`config.mk`:
```
export PLATFORM = sky130hd
export DESIGN_NAME = jet_ctrl
export DESIGN_NICKNAME = d
export VERILOG_FILES = /design/src/design/jet_pkg.sv /design/src/design/jet_ctrl.sv
export SDC_FILE = /design/constraint.sdc
export NUM_CORES = 1
export LEC_CHECK = 0
export BUFFER_PORTS_ARGS = -buffer_cell sky130_fd_sc_hd__buf_2
export CAP_MARGIN = 20
export CORE_AREA = 2 2 39 41
export DETAILED_ROUTE_END_ITERATION = 7
export DIE_AREA = 0 0 41 43
export GPL_TIMING_DRIVEN = 1
export SLEW_MARGIN = 10
export SYNTH_ARGS = -nofsm -noshare
export SYNTH_HDL_FRONTEND = slang
export SYNTH_SLANG_ARGS = --single-unit
```
`constraint.sdc`:
```
create_clock -name clk -period 2.44 [get_ports clk]
set_input_delay 0.122 -clock clk [delete_from_list [all_inputs] [get_ports clk]]
set_output_delay 0.122 -clock clk [all_outputs]
set_load 0.01 [all_outputs]
```
`src/design/jet_pkg.sv`:
```
`default_nettype none

package jet_pkg;

    // field widths
    localparam int COORD_W    = 14;
    localparam int SIDE_W     = 15;
    localparam int ITER_BITS  = 10;
    localparam int WORD_W     = 32;
    localparam int COLOR_W    = 8;
    localparam int PAL_IDX_W  = 8;
    localparam int CFG_IDX_W  = 3;
    localparam int CFG_DATA_W = 32;

    // magnitude of scale * (p - side/2), scale at most 3
    localparam int MAG_W = COORD_W + 2;

    // default fixed point format of z and c
    localparam int FRACTION_BITS_DEF = 28;

    // palette steps
    localparam logic [COLOR_W-1:0] PAL_STEP_RG = 8'd36;
    localparam logic [COLOR_W-1:0] PAL_STEP_B  = 8'd85;

    // register indexes
    typedef logic [CFG_IDX_W-1:0] cfg_index_t;
    localparam cfg_index_t CFG_C_REAL   = 3'd0;
    localparam cfg_index_t CFG_C_IMAG   = 3'd1;
    localparam cfg_index_t CFG_MAX_ITER = 3'd2;
    localparam cfg_index_t CFG_WIDTH    = 3'd3;
    localparam cfg_index_t CFG_HEIGHT   = 3'd4;

    // register reset values
    localparam logic signed [WORD_W-1:0] C_REAL_RST   = -32'sd187904819;
    localparam logic signed [WORD_W-1:0] C_IMAG_RST   = 32'sd72517838;
    localparam logic [ITER_BITS-1:0]     MAX_ITER_RST = 10'd1000;
    localparam logic [SIDE_W-1:0]        WIDTH_RST    = 15'd10000;
    localparam logic [SIDE_W-1:0]        HEIGHT_RST   = 15'd10000;

    // controller states
    typedef enum logic [2:0] {
        ST_IDLE,
        ST_START_X,
        ST_WAIT_X,
        ST_WAIT_Y,
        ST_MUL,
        ST_UPD,
        ST_OUT
    } jet_state_t;

    // controller to datapath
    typedef struct packed {
        logic load_pixel;
        logic div_start;
        logic div_sel_y;
        logic cap_re;
        logic cap_im;
        logic init_left;
        logic mul;
        logic upd;
        logic load_out;
    } jet_cmd_t;

    // datapath to controller
    typedef struct packed {
        logic div_done;
        logic left_zero;
        logic escaped;
    } jet_sts_t;

endpackage

`default_nettype wire

```
`src/design/jet_ctrl.sv`:
```
`default_nettype none

module jet_ctrl (
    input  logic              clk,
    input  logic              rst_n,
    input  logic              in_valid,
    output logic              in_ready,
    output logic              out_valid,
    input  logic              out_ready,
    input  jet_pkg::jet_sts_t sts,
    output jet_pkg::jet_cmd_t cmd
);

    jet_pkg::jet_state_t state_reg, state_next;
    logic                out_valid_reg, out_valid_next;
    logic                slot_free;

    // state and result flag
    always_ff @(posedge clk or negedge rst_n)
    begin
        if (!rst_n)
        begin
            state_reg     <= jet_pkg::ST_IDLE;
            out_valid_reg <= 1'b0;
        end
        else
        begin
            state_reg     <= state_next;
            out_valid_reg <= out_valid_next;
        end
    end

    assign slot_free = !out_valid_reg || out_ready;

    // sequencing
    always_comb
    begin
        state_next = state_reg;
        cmd        = '0;
        in_ready   = 1'b0;
        case (state_reg)
            jet_pkg::ST_IDLE:
            begin
                in_ready = 1'b1;
                if (in_valid)
                begin
                    cmd.load_pixel = 1'b1;
                    state_next     = jet_pkg::ST_START_X;
                end
            end
            jet_pkg::ST_START_X:
            begin
                cmd.div_start = 1'b1;
                state_next    = jet_pkg::ST_WAIT_X;
            end
            jet_pkg::ST_WAIT_X:
            begin
                if (sts.div_done)
                begin
                    cmd.cap_re    = 1'b1;
                    cmd.div_start = 1'b1;
                    cmd.div_sel_y = 1'b1;
                    state_next    = jet_pkg::ST_WAIT_Y;
                end
            end
            jet_pkg::ST_WAIT_Y:
            begin
                cmd.div_sel_y = 1'b1;
                if (sts.div_done)
                begin
                    cmd.cap_im    = 1'b1;
                    cmd.init_left = 1'b1;
                    state_next    = jet_pkg::ST_MUL;
                end
            end
            jet_pkg::ST_MUL:
            begin
                if (sts.left_zero)
                    state_next = jet_pkg::ST_OUT;
                else
                begin
                    cmd.mul    = 1'b1;
                    state_next = jet_pkg::ST_UPD;
                end
            end
            jet_pkg::ST_UPD:
            begin
                if (sts.escaped)
                    state_next = jet_pkg::ST_OUT;
                else
                begin
                    cmd.upd    = 1'b1;
                    state_next = jet_pkg::ST_MUL;
                end
            end
            jet_pkg::ST_OUT:
            begin
                if (slot_free)
                begin
                    cmd.load_out = 1'b1;
                    state_next   = jet_pkg::ST_IDLE;
                end
            end
            default:
            begin
                state_next = jet_pkg::ST_IDLE;
            end
        endcase
    end

    // result valid until taken
    always_comb
    begin
        if (cmd.load_out)
            out_valid_next = 1'b1;
        else if (out_ready)
            out_valid_next = 1'b0;
        else
            out_valid_next = out_valid_reg;
    end

    assign out_valid = out_valid_reg;

endmodule

`default_nettype wire

```
==> results of run 1 <==
[cell usage after synthesis]
| master | n |
|---|---|
| dfrtp_1 | 4 |
| nand2_1 | 4 |
| buf_4 | 3 |
| a21oi_1 | 2 |
| and3_1 | 2 |
| buf_6 | 2 |
| inv_1 | 2 |
| o21ai_0 | 2 |
| a21o_1 | 1 |
| a311o_1 | 1 |
| a311oi_1 | 1 |
| a31o_2 | 1 |
| and2_4 | 1 |
| and4_2 | 1 |
| nand2b_1 | 1 |
| nand2b_2 | 1 |
| nor2b_2 | 1 |
| nor3_1 | 1 |
| nor3_2 | 1 |
| nor4_2 | 1 |
| o211a_1 | 1 |
| xor2_1 | 1 |
[worst min path at each step]
stage                     start      endpoint  slack (ps)  depth (start not counted)
after CTS                 rst_n  state_reg[1]         210                          2
after floorplan           rst_n     out_valid        -170                          0
after global routing      rst_n  state_reg[2]         230                          2
final                     rst_n  state_reg[1]         230                          2
after global placement    rst_n  state_reg[1]         -70                          1
after detailed placement  rst_n  state_reg[1]         -70                          1
[cells by family (layout without fill, tap and decap cells)]
family | Yosys count | after routing
simple gates | 14 | 14
compound gates | 9 | 9
buf+inv | 7 | 23
flops | 4 | 4
xor+xnor | 1 | 1
[power by group]
group | leakage (nW) | total (W) | switching, W | internal (W)
Sequential | 0.0514 | 0.000174 | 0.0000756 | 0.0000980
Clock | 0.0138 | 0.0000826 | 0.0000276 | 0.0000551
Combinational | 0.169 | 0.000273 | 0.000133 | 0.000140
Total | 0.234 | 0.000529 | 0.000236 | 0.000293
[per-stage QoR]
step	total power (W)	hold WS (ps)	std cells	utilization, %	setup WS, ps
after detailed placement	0.000442	-68.4	63	27.8	1160
after CTS	0.000533	210	67	30.1	956
after global placement	0.000442	-69.7	63	27.8	1160
after global routing	0.000577	234	67	30.1	864
final	0.000529	226	67	30.1	961
after floorplan	0.000400	-174	35	-	1290
[layout by cell type (no fill, tap or decap), drive strengths merged, types with 2 or more instances in the layout]
master  instances
clkbuf          3
o21ai           2
a21oi           2
and3            2
nand2b          2
buf            17
nand2           4
inv             2
dfrtp           4
nor3            2
[routing by layer]
layer,share of wire [%],up-vias,wire [um]
met5,0,-,0
met4,0,0,0
met3,6.1,0,46
met2,46,13,345
met1,48,145,357
li1,-,156,-
[timing repair]
item	in CTS	in global routing
endpoints found under the setup margin	0	0
hold buffers	1	0
hold endpoints to repair	4	0
[area by class of cell]
class / count / area, sq um
fill: 151 / 967
multi-input combinational: 24 / 171
sequential: 4 / 100
timing repair buffer: 18 / 95.1
clock buffer: 3 / 22.5
tap: 16 / 20.0
inverter: 2 / 7.51
==> flow_summary.yaml, run 1 <==
clock_tree:
  post_cts_buffers: 0
  clk_latency_ps: 240
  htreeDepth: 1
  cts.path.max_buffers: 2
  path_clk_slew_ps: 40
  cts_inserted_buffers: 3
  clock-sinks: 4
  cts_resized: 0
  cts-root-buf: "clkbuf_4"
  cts_tree: "built"
timing:
  fin_crit_ps: 1480
  finalCritPeriodShare_pct: 60.6
  hold_violations: 0
  clock_skew_ps: 5.14
  drv_slew: 0
  clock.fmax_ghz: 0.676
  grt_setup_unrepaired: "no"
  tightest_slew_ps: 418
  max_slew_margin_pct: 72.1
  setup_tns_ps: 0
  setup_viol: 0
global_routing:
  use_met1_pct: 14.0
  top_usage_layer: "met1"
  first_global_vias: 276
  grt_use_total_pct: 10.5
  antenna_found_initial: 0
  globalRouteMet3Util_pct: 3.66
  grt_max_degree: 12
  gr-usage-met2_pct: 12.2
  grt_overflow: 0
  grt_pass1_wl_um: 1180
worst_setup_path:
  arrival_ps: 1360
  r2r_cells: 3
  critPathTopFamily: "flip-flops"
  cp.required_ps: 2320
  path_max_fanout: 10
  crit_path_end_kind: "output pin"
  r2r_setup_slack_ps: 1130
  r2r_start: "state_reg[0]"
  crit_type: "flop to output pin"
  cp-start-kind: "flop"
  cpMaxStageDelayCell: "dfrtp_1"
  crit_path_end: "cmd[7]"
  crit_start: "state_reg[1]"
  cp_num_cells: 4
  critPathBufInv: 1
  path_cells: "nor2b_2 -> nand2_1 -> a21oi_1 -> buf_2"
  r2r_end: "state_reg[0]"
  max_stage_delay_ps: 510
die:
  die_x_um: 41
  start_util_pct: 23.4
  fp-row-count: 14
  die_area_sq_mm: 0.00176
  core_sq_mm: 0.00138
  io_pins: 18
  die_y_um: 43
routing:
  drc: 0
  dr_total_vias: 314
  viasPerCell: 4.69
  wl_per_cell_um: 11.2
  ant_nets: 0
  drt_pass1_iterations: 4
  totalWireLength_um: 749
  drt_iter0_markers: 8
layout:
  syn_to_final_growth_pct: 28.6
  layout.nets: 60
  largest_reg_flops: 3
  drive_gt1_share_pct: 52.9
  fin_area_sq_um: 417
  num_antenna_cells: 0
yosys:
  yosysTopAreaCell: "dfrtp_1"
  synth_top_area_share_pct: 30.9
  syn_nets: 42
  synthXorXnorAreaFrac_pct: 2.70
  synth_top_family_by_area: "simple AND/OR/NAND/NOR gates"
  ys_warn_count: 0
  syn_area_sq_um: 324
  synth_mux_area_share_pct: 0
  netlist_instances: 35
  synth_seq_cells: 4
  ys_seq_area_share_pct: 30.9
  synth_compound_gate_area_share_pct: 20.1
  netlist_top_cells_area: "dfrtp_1 (31%), buf_4 (6.9%), buf_6 (6.9%), nand2_1 (4.6%), and3_1 (3.9%)"
  synth_cell_type_count: 22
  avgSynthCellArea_sq_um: 9.26
  yosys.area_share.adder_pct: 0
  yosys.area_share.simple_pct: 30.1
power_and_ir_drop:
  p_leak_nw: 0.234
  powerDensity_mw_per_mm2: 1270
  peakVddDrop_v: 0.000488
placed_design:
  gp_congestion: 0.785
  placed_cell_area_sq_um: 384
  dpl.hpwl_um: 530
  port_buffers: 17
worst_hold_path:
  min_path_type: "input port to asynchronous set/reset pin"
outcome:
  status: "finished, final reports clean"
flow_run:
  maxCapViolCount: 0
(Power assumes the default switching activity.)
==> run 2, diff against run 1 <==
clock period = 1.4 ns   (was 2.44 ns; I/O delays follow)
==> run 2 against run 1 <==
Against the previous run: core utilization grew 0.72 points; combinational power is 88% higher; global-route usage up 0.92 points; critical path depth is the same; via count shrank 2.9%; final area up 2.4%; non-clock buffer count is 1 higher; clock-buffer cell count is the same; clock skew down 2.2 ps; worst hold slack got worse by 57 ps; routed wire length shrank 3.6%; register-to-register slack lost 880 ps.
==> flow_summary.yaml, run 2 (synthesized netlist as in run 1, its figures left out) <==
routing:
  drt-met1-wl_um: 321
  drt_pass1_iterations: 1
  drc: 0
  met3WireLength_um: 45
  viasPerCell: 4.49
  drt_iter0_markers: 0
  dr_total_vias: 305
  dr.max_layer_used: "met3"
  wl_per_cell_um: 10.6
  ant_nets: 0
  totalWireLength_um: 722
  route.met2.wl_um: 356
worst_hold_path:
  min_to: "out_valid"
  holdCritStartpoint: "out_ready"
  min_path_type: "input port to flop"
  holdPathStages: 3
clock_tree:
  htreeDepth: 1
  cts_tree: "built"
  clock-sinks: 4
  cts_inserted_buffers: 3
  cts-root-buf: "clkbuf_4"
  post_cts_buffers: 0
  path_clk_slew_ps: 40
  clk_latency_ps: 230
  cts.path.max_buffers: 2
power_and_ir_drop:
  peakVddDrop_v: 0.000773
  switching_power_w: 0.000407
  p_leak_nw: 0.237
  p_int_w: 0.000535
  seqPwrFrac_pct: 30.6
  power_frac_comb_pct: 54.3
  swShare_pct: 43.2
  pwr-share-clk_pct: 15.1
  powerDensity_mw_per_mm2: 2210
worst_setup_path:
  r2r_cells: 3
  crit_type: "flop to output pin"
  cpMaxStageDelayCell: "dfrtp_2"
  r2r_start: "state_reg[0]"
  path_max_fanout: 10
  path_cells: "nor2b_2 -> nand2_1 -> a21oi_1 -> buf_2"
  critPathBufInv: 1
  max_stage_delay_ps: 450
  cp.required_ps: 1330
  r2r_setup_slack_ps: 250
  r2r_end: "state_reg[0]"
  critPathTopFamily: "flip-flops"
  cp-start-kind: "flop"
  arrival_ps: 1230
  crit_path_end_kind: "output pin"
layout:
  final_cell_mix: "buf_2 (17), nand2_1 (4), clkbuf_4 (3)"
  layout.area.seq_sq_um: 103
  drive_gt1_share_pct: 57.7
  syn_to_final_growth_pct: 31.7
  largest_reg_flops: 3
  layoutNonFillerInstCount: 68
  layout.nets: 61
  num_antenna_cells: 0
  layout_commonest_cell: "buf_2"
  multi_input_area_sq_um: 171
  nFillCells: 161
die:
  die_x_um: 41
  start_util_pct: 23.4
  io_pins: 18
  die_y_um: 43
  core_sq_mm: 0.00138
  die_area_sq_mm: 0.00176
  fp-row-count: 14
timing:
  max_slew_margin_pct: 83.8
  grt_setup_unrepaired: "no"
  tightest_slew_ps: 241
  setup_viol: 0
  hold_violations: 0
  fin_crit_ps: 1300
  drv_slew: 0
  setup_tns_ps: 0
  finalCritPeriodShare_pct: 93.2
  clock_skew_ps: 2.96
  clock.fmax_ghz: 0.767
global_routing:
  grt_overflow: 0
  grt_pass1_wl_um: 1280
  antenna_found_initial: 0
  grt_max_degree: 12
  first_global_vias: 300
  grt_use_total_pct: 11.4
placed_design:
  gp_congestion: 0.804
  port_buffers: 17
  dpl.hpwl_um: 549
  dp.cells: 64
flow_run:
  maxCapViolCount: 0
outcome:
  status: "finished, final reports clean"
[run 2: per-stage QoR]
| step | utilization [%] | total power, W | hold WS (ps) | worst slack (ps) | cell area (sq um) |
|---|---|---|---|---|---|
| final | 30.8 | 0.000942 | 170 | 95.8 | 427 |
| after global routing | 30.8 | 0.00103 | 185 | 11.2 | 427 |
| after CTS | 30.7 | 0.000953 | 160 | 26.1 | 425 |
| after detailed placement | 28.3 | 0.000799 | -123 | 136 | 392 |
| after global placement | 28.3 | 0.000788 | -124 | 187 | 392 |
| after floorplan | - | 0.000697 | -226 | 280 | 324 |
[run 2: power groups by stage]
stage	registers [W]	logic, W	clock network (W)
finish	0.000288	0.000512	0.000142
floorplan	0.000203	0.000495	0
detailed placement	0.000282	0.000517	0
global route	0.000303	0.000574	0.000153
CTS	0.000285	0.000521	0.000147
global placement	0.000278	0.000511	0
[run 2: final cells by class]
type / count / share of cell area, %
tap: 16 / 4.69
sequential: 4 / 24.0
multi-input combinational: 24 / 40.2
clock buffer: 3 / 5.28
timing repair buffer: 19 / 24.0
inverter: 2 / 1.76
[run 2: what timing repair did]
action / in CTS / in global routing
setup endpoints to repair: 1 / 3
hold buffers: 1 / 0
resized for setup: 1 / 1
endpoints found under the hold margin: 4 / 0
[run 2: layer usage]
layer,GRT usage [%],vias to the layer above
met2,13.4,12
met1,15.0,136
li1,-,157
met3,3.14,0
met4,12.0,0
met5,0,-
[run 2: how the worst max path moves through the flow]
stage,startpoint,endpoint,slack [ps],depth (start not counted)
floorplan,state_reg[0],state_reg[0],280,3
global placement,state_reg[0],state_reg[0],190,3
detailed placement,state_reg[0],state_reg[0],140,3
CTS,state_reg[0],cmd[7],30,4
global route,state_reg[1],cmd[7],10,4
finish,state_reg[1],cmd[7],100,4
[run 2: worst register-to-register path, delay by kind of cell, from the launching register on]
family,cells,cell delay (ps)
flops,1,480
compound gates,1,310
simple gates,2,240
==> run 3, diff against run 2 <==
==> constraint.sdc (replaced) <==
create_clock -name clk -period 1.4 [get_ports clk]
set_input_delay 0.14 -clock clk [delete_from_list [all_inputs] [get_ports clk]]
set_output_delay 0.14 -clock clk [all_outputs]
set_load 0.01 [all_outputs]
==> run 3 against run 2 <==
Against the previous run: critical path depth down 1; highest routed layer is now met4; routed wire length up 4.3%; largest cell class unchanged; clock-buffer cell count unchanged.
==> flow_summary.yaml, run 3 (synthesized netlist as in run 1, its figures left out) <==
power_and_ir_drop:
  p_leak_nw: 0.260
  powerDensity_mw_per_mm2: 2270
  peakVddDrop_v: 0.000872
global_routing:
  grt_pass1_wl_um: 1280
  grt_max_degree: 12
  grt_use_total_pct: 11.3
  antenna_found_initial: 0
  grt_overflow: 0
  first_global_vias: 296
worst_setup_path:
  r2r_cells: 3
  path_cells: "buf_4 -> o211a_1 -> buf_2"
  cp-start-kind: "flop"
  r2r_setup_slack_ps: 150
  path_max_fanout: 9
  r2r_start: "state_reg[0]"
  cp.required_ps: 1260
  crit_path_end_kind: "output pin"
  r2r_end: "state_reg[0]"
  crit_type: "flop to output pin"
  max_stage_delay_ps: 470
  arrival_ps: 1220
  cpMaxStageDelayCell: "dfrtp_2"
die:
  fp-row-count: 14
  core_sq_mm: 0.00138
  start_util_pct: 23.4
  die_area_sq_mm: 0.00176
  die_y_um: 43
  die_x_um: 41
  io_pins: 18
layout:
  layout.nets: 65
  syn_to_final_growth_pct: 42.5
  layout_commonest_cell: "buf_2"
  largest_reg_flops: 3
  drive_gt1_share_pct: 62.5
  final_util_pct: 33.4
  final_cell_mix: "buf_2 (17), buf_4 (5), nand2_1 (4), clkbuf_4 (3)"
  num_antenna_cells: 0
clock_tree:
  cts-root-buf: "clkbuf_4"
  path_clk_slew_ps: 40
  htreeDepth: 1
  cts.path.max_buffers: 2
  cts_inserted_buffers: 3
  cts_tree: "built"
  clock-sinks: 4
  clk_latency_ps: 240
placed_design:
  port_buffers: 17
  gp_congestion: 0.802
routing:
  met3WireLength_um: 59
  wl_per_cell_um: 10.5
  totalWireLength_um: 753
  dr_total_vias: 331
  drt_pass1_iterations: 4
  dr.max_layer_used: "met4"
  ant_nets: 0
  viasPerCell: 4.60
  drt_iter0_markers: 2
  drt-met1-wl_um: 326
  drc: 0
  route.met2.wl_um: 348
timing:
  setup_viol: 0
  clock.fmax_ghz: 0.733
  fin_crit_ps: 1360
  drv_slew: 0
  hold_violations: 0
  tightest_slew_ps: 254
  grt_setup_unrepaired: "yes"
  setup_tns_ps: 0
  finalCritPeriodShare_pct: 97.5
  max_slew_margin_pct: 83.0
  clock_skew_ps: 4.30
outcome:
  status: "finished, final reports clean"
worst_hold_path:
  min_path_type: "input port to asynchronous set/reset pin"
flow_run:
  maxCapViolCount: 0
-- run 3: metal layers --
metal	up-vias	global-route usage, %
met5	-	0
met4	0	10.0
met3	2	4.71
met2	14	13.8
met1	149	14.4
li1	166	-
-- run 3: where the power goes --
part | internal (W) | switching (W)
combinational | 0.000339 | 0.000281
sequential | 0.000178 | 0.000104
clock | 0.0000962 | 0.0000515
total | 0.000613 | 0.000437
-- run 3: stage by stage --
step / worst slack, ps / total power, W / area, sq um / hold slack, ps / cells
floorplan: 235 / 0.000697 / 324 / -156 / 35
global placement: 181 / 0.000789 / 392 / -53.7 / 64
detailed placement: 125 / 0.000798 / 392 / -52.4 / 64
CTS: 1.03 / 0.000961 / 427 / 226 / 68
global route: -30.5 / 0.00115 / 462 / 250 / 72
finish: 35.4 / 0.00105 / 462 / 230 / 72
-- run 3: worst max-delay path by stage --
stage	start	endpoint	slack [ps]	cells after the start
after floorplan	state_reg[2]	cmd[4]	230	4
after global placement	state_reg[1]	cmd[7]	180	4
after detailed placement	state_reg[0]	state_reg[0]	120	3
after CTS	state_reg[1]	cmd[7]	1	4
after global routing	state_reg[1]	cmd[2]	-30	2
final	state_reg[0]	cmd[6]	40	3
-- run 3: worst max-delay path, delay by kind of cell (launching register included) --
family | cells | cell delay (ps)
compound gates | 1 | 210
flops | 1 | 470
buf+inv | 2 | 300
-- run 3: timing repair --
| item | CTS | global route |
|---|---|---|
| gates resized for setup | 2 | 2 |
| setup buffers | 0 | 4 |
| pin swaps | 0 | 1 |
| hold endpoints to repair | 4 | 0 |
| setup endpoints to repair | 7 | 7 |
| hold buffers | 1 | 0 |
-- run 3: area by class of cell --
| type | count | area (sq um) |
|---|---|---|
| fill | 159 | 922 |
| multi-input combinational | 24 | 176 |
| timing repair buffer | 23 | 133 |
| sequential | 4 | 103 |
| clock buffer | 3 | 22.5 |
| tap | 16 | 20.0 |
| inverter | 2 | 7.51 |
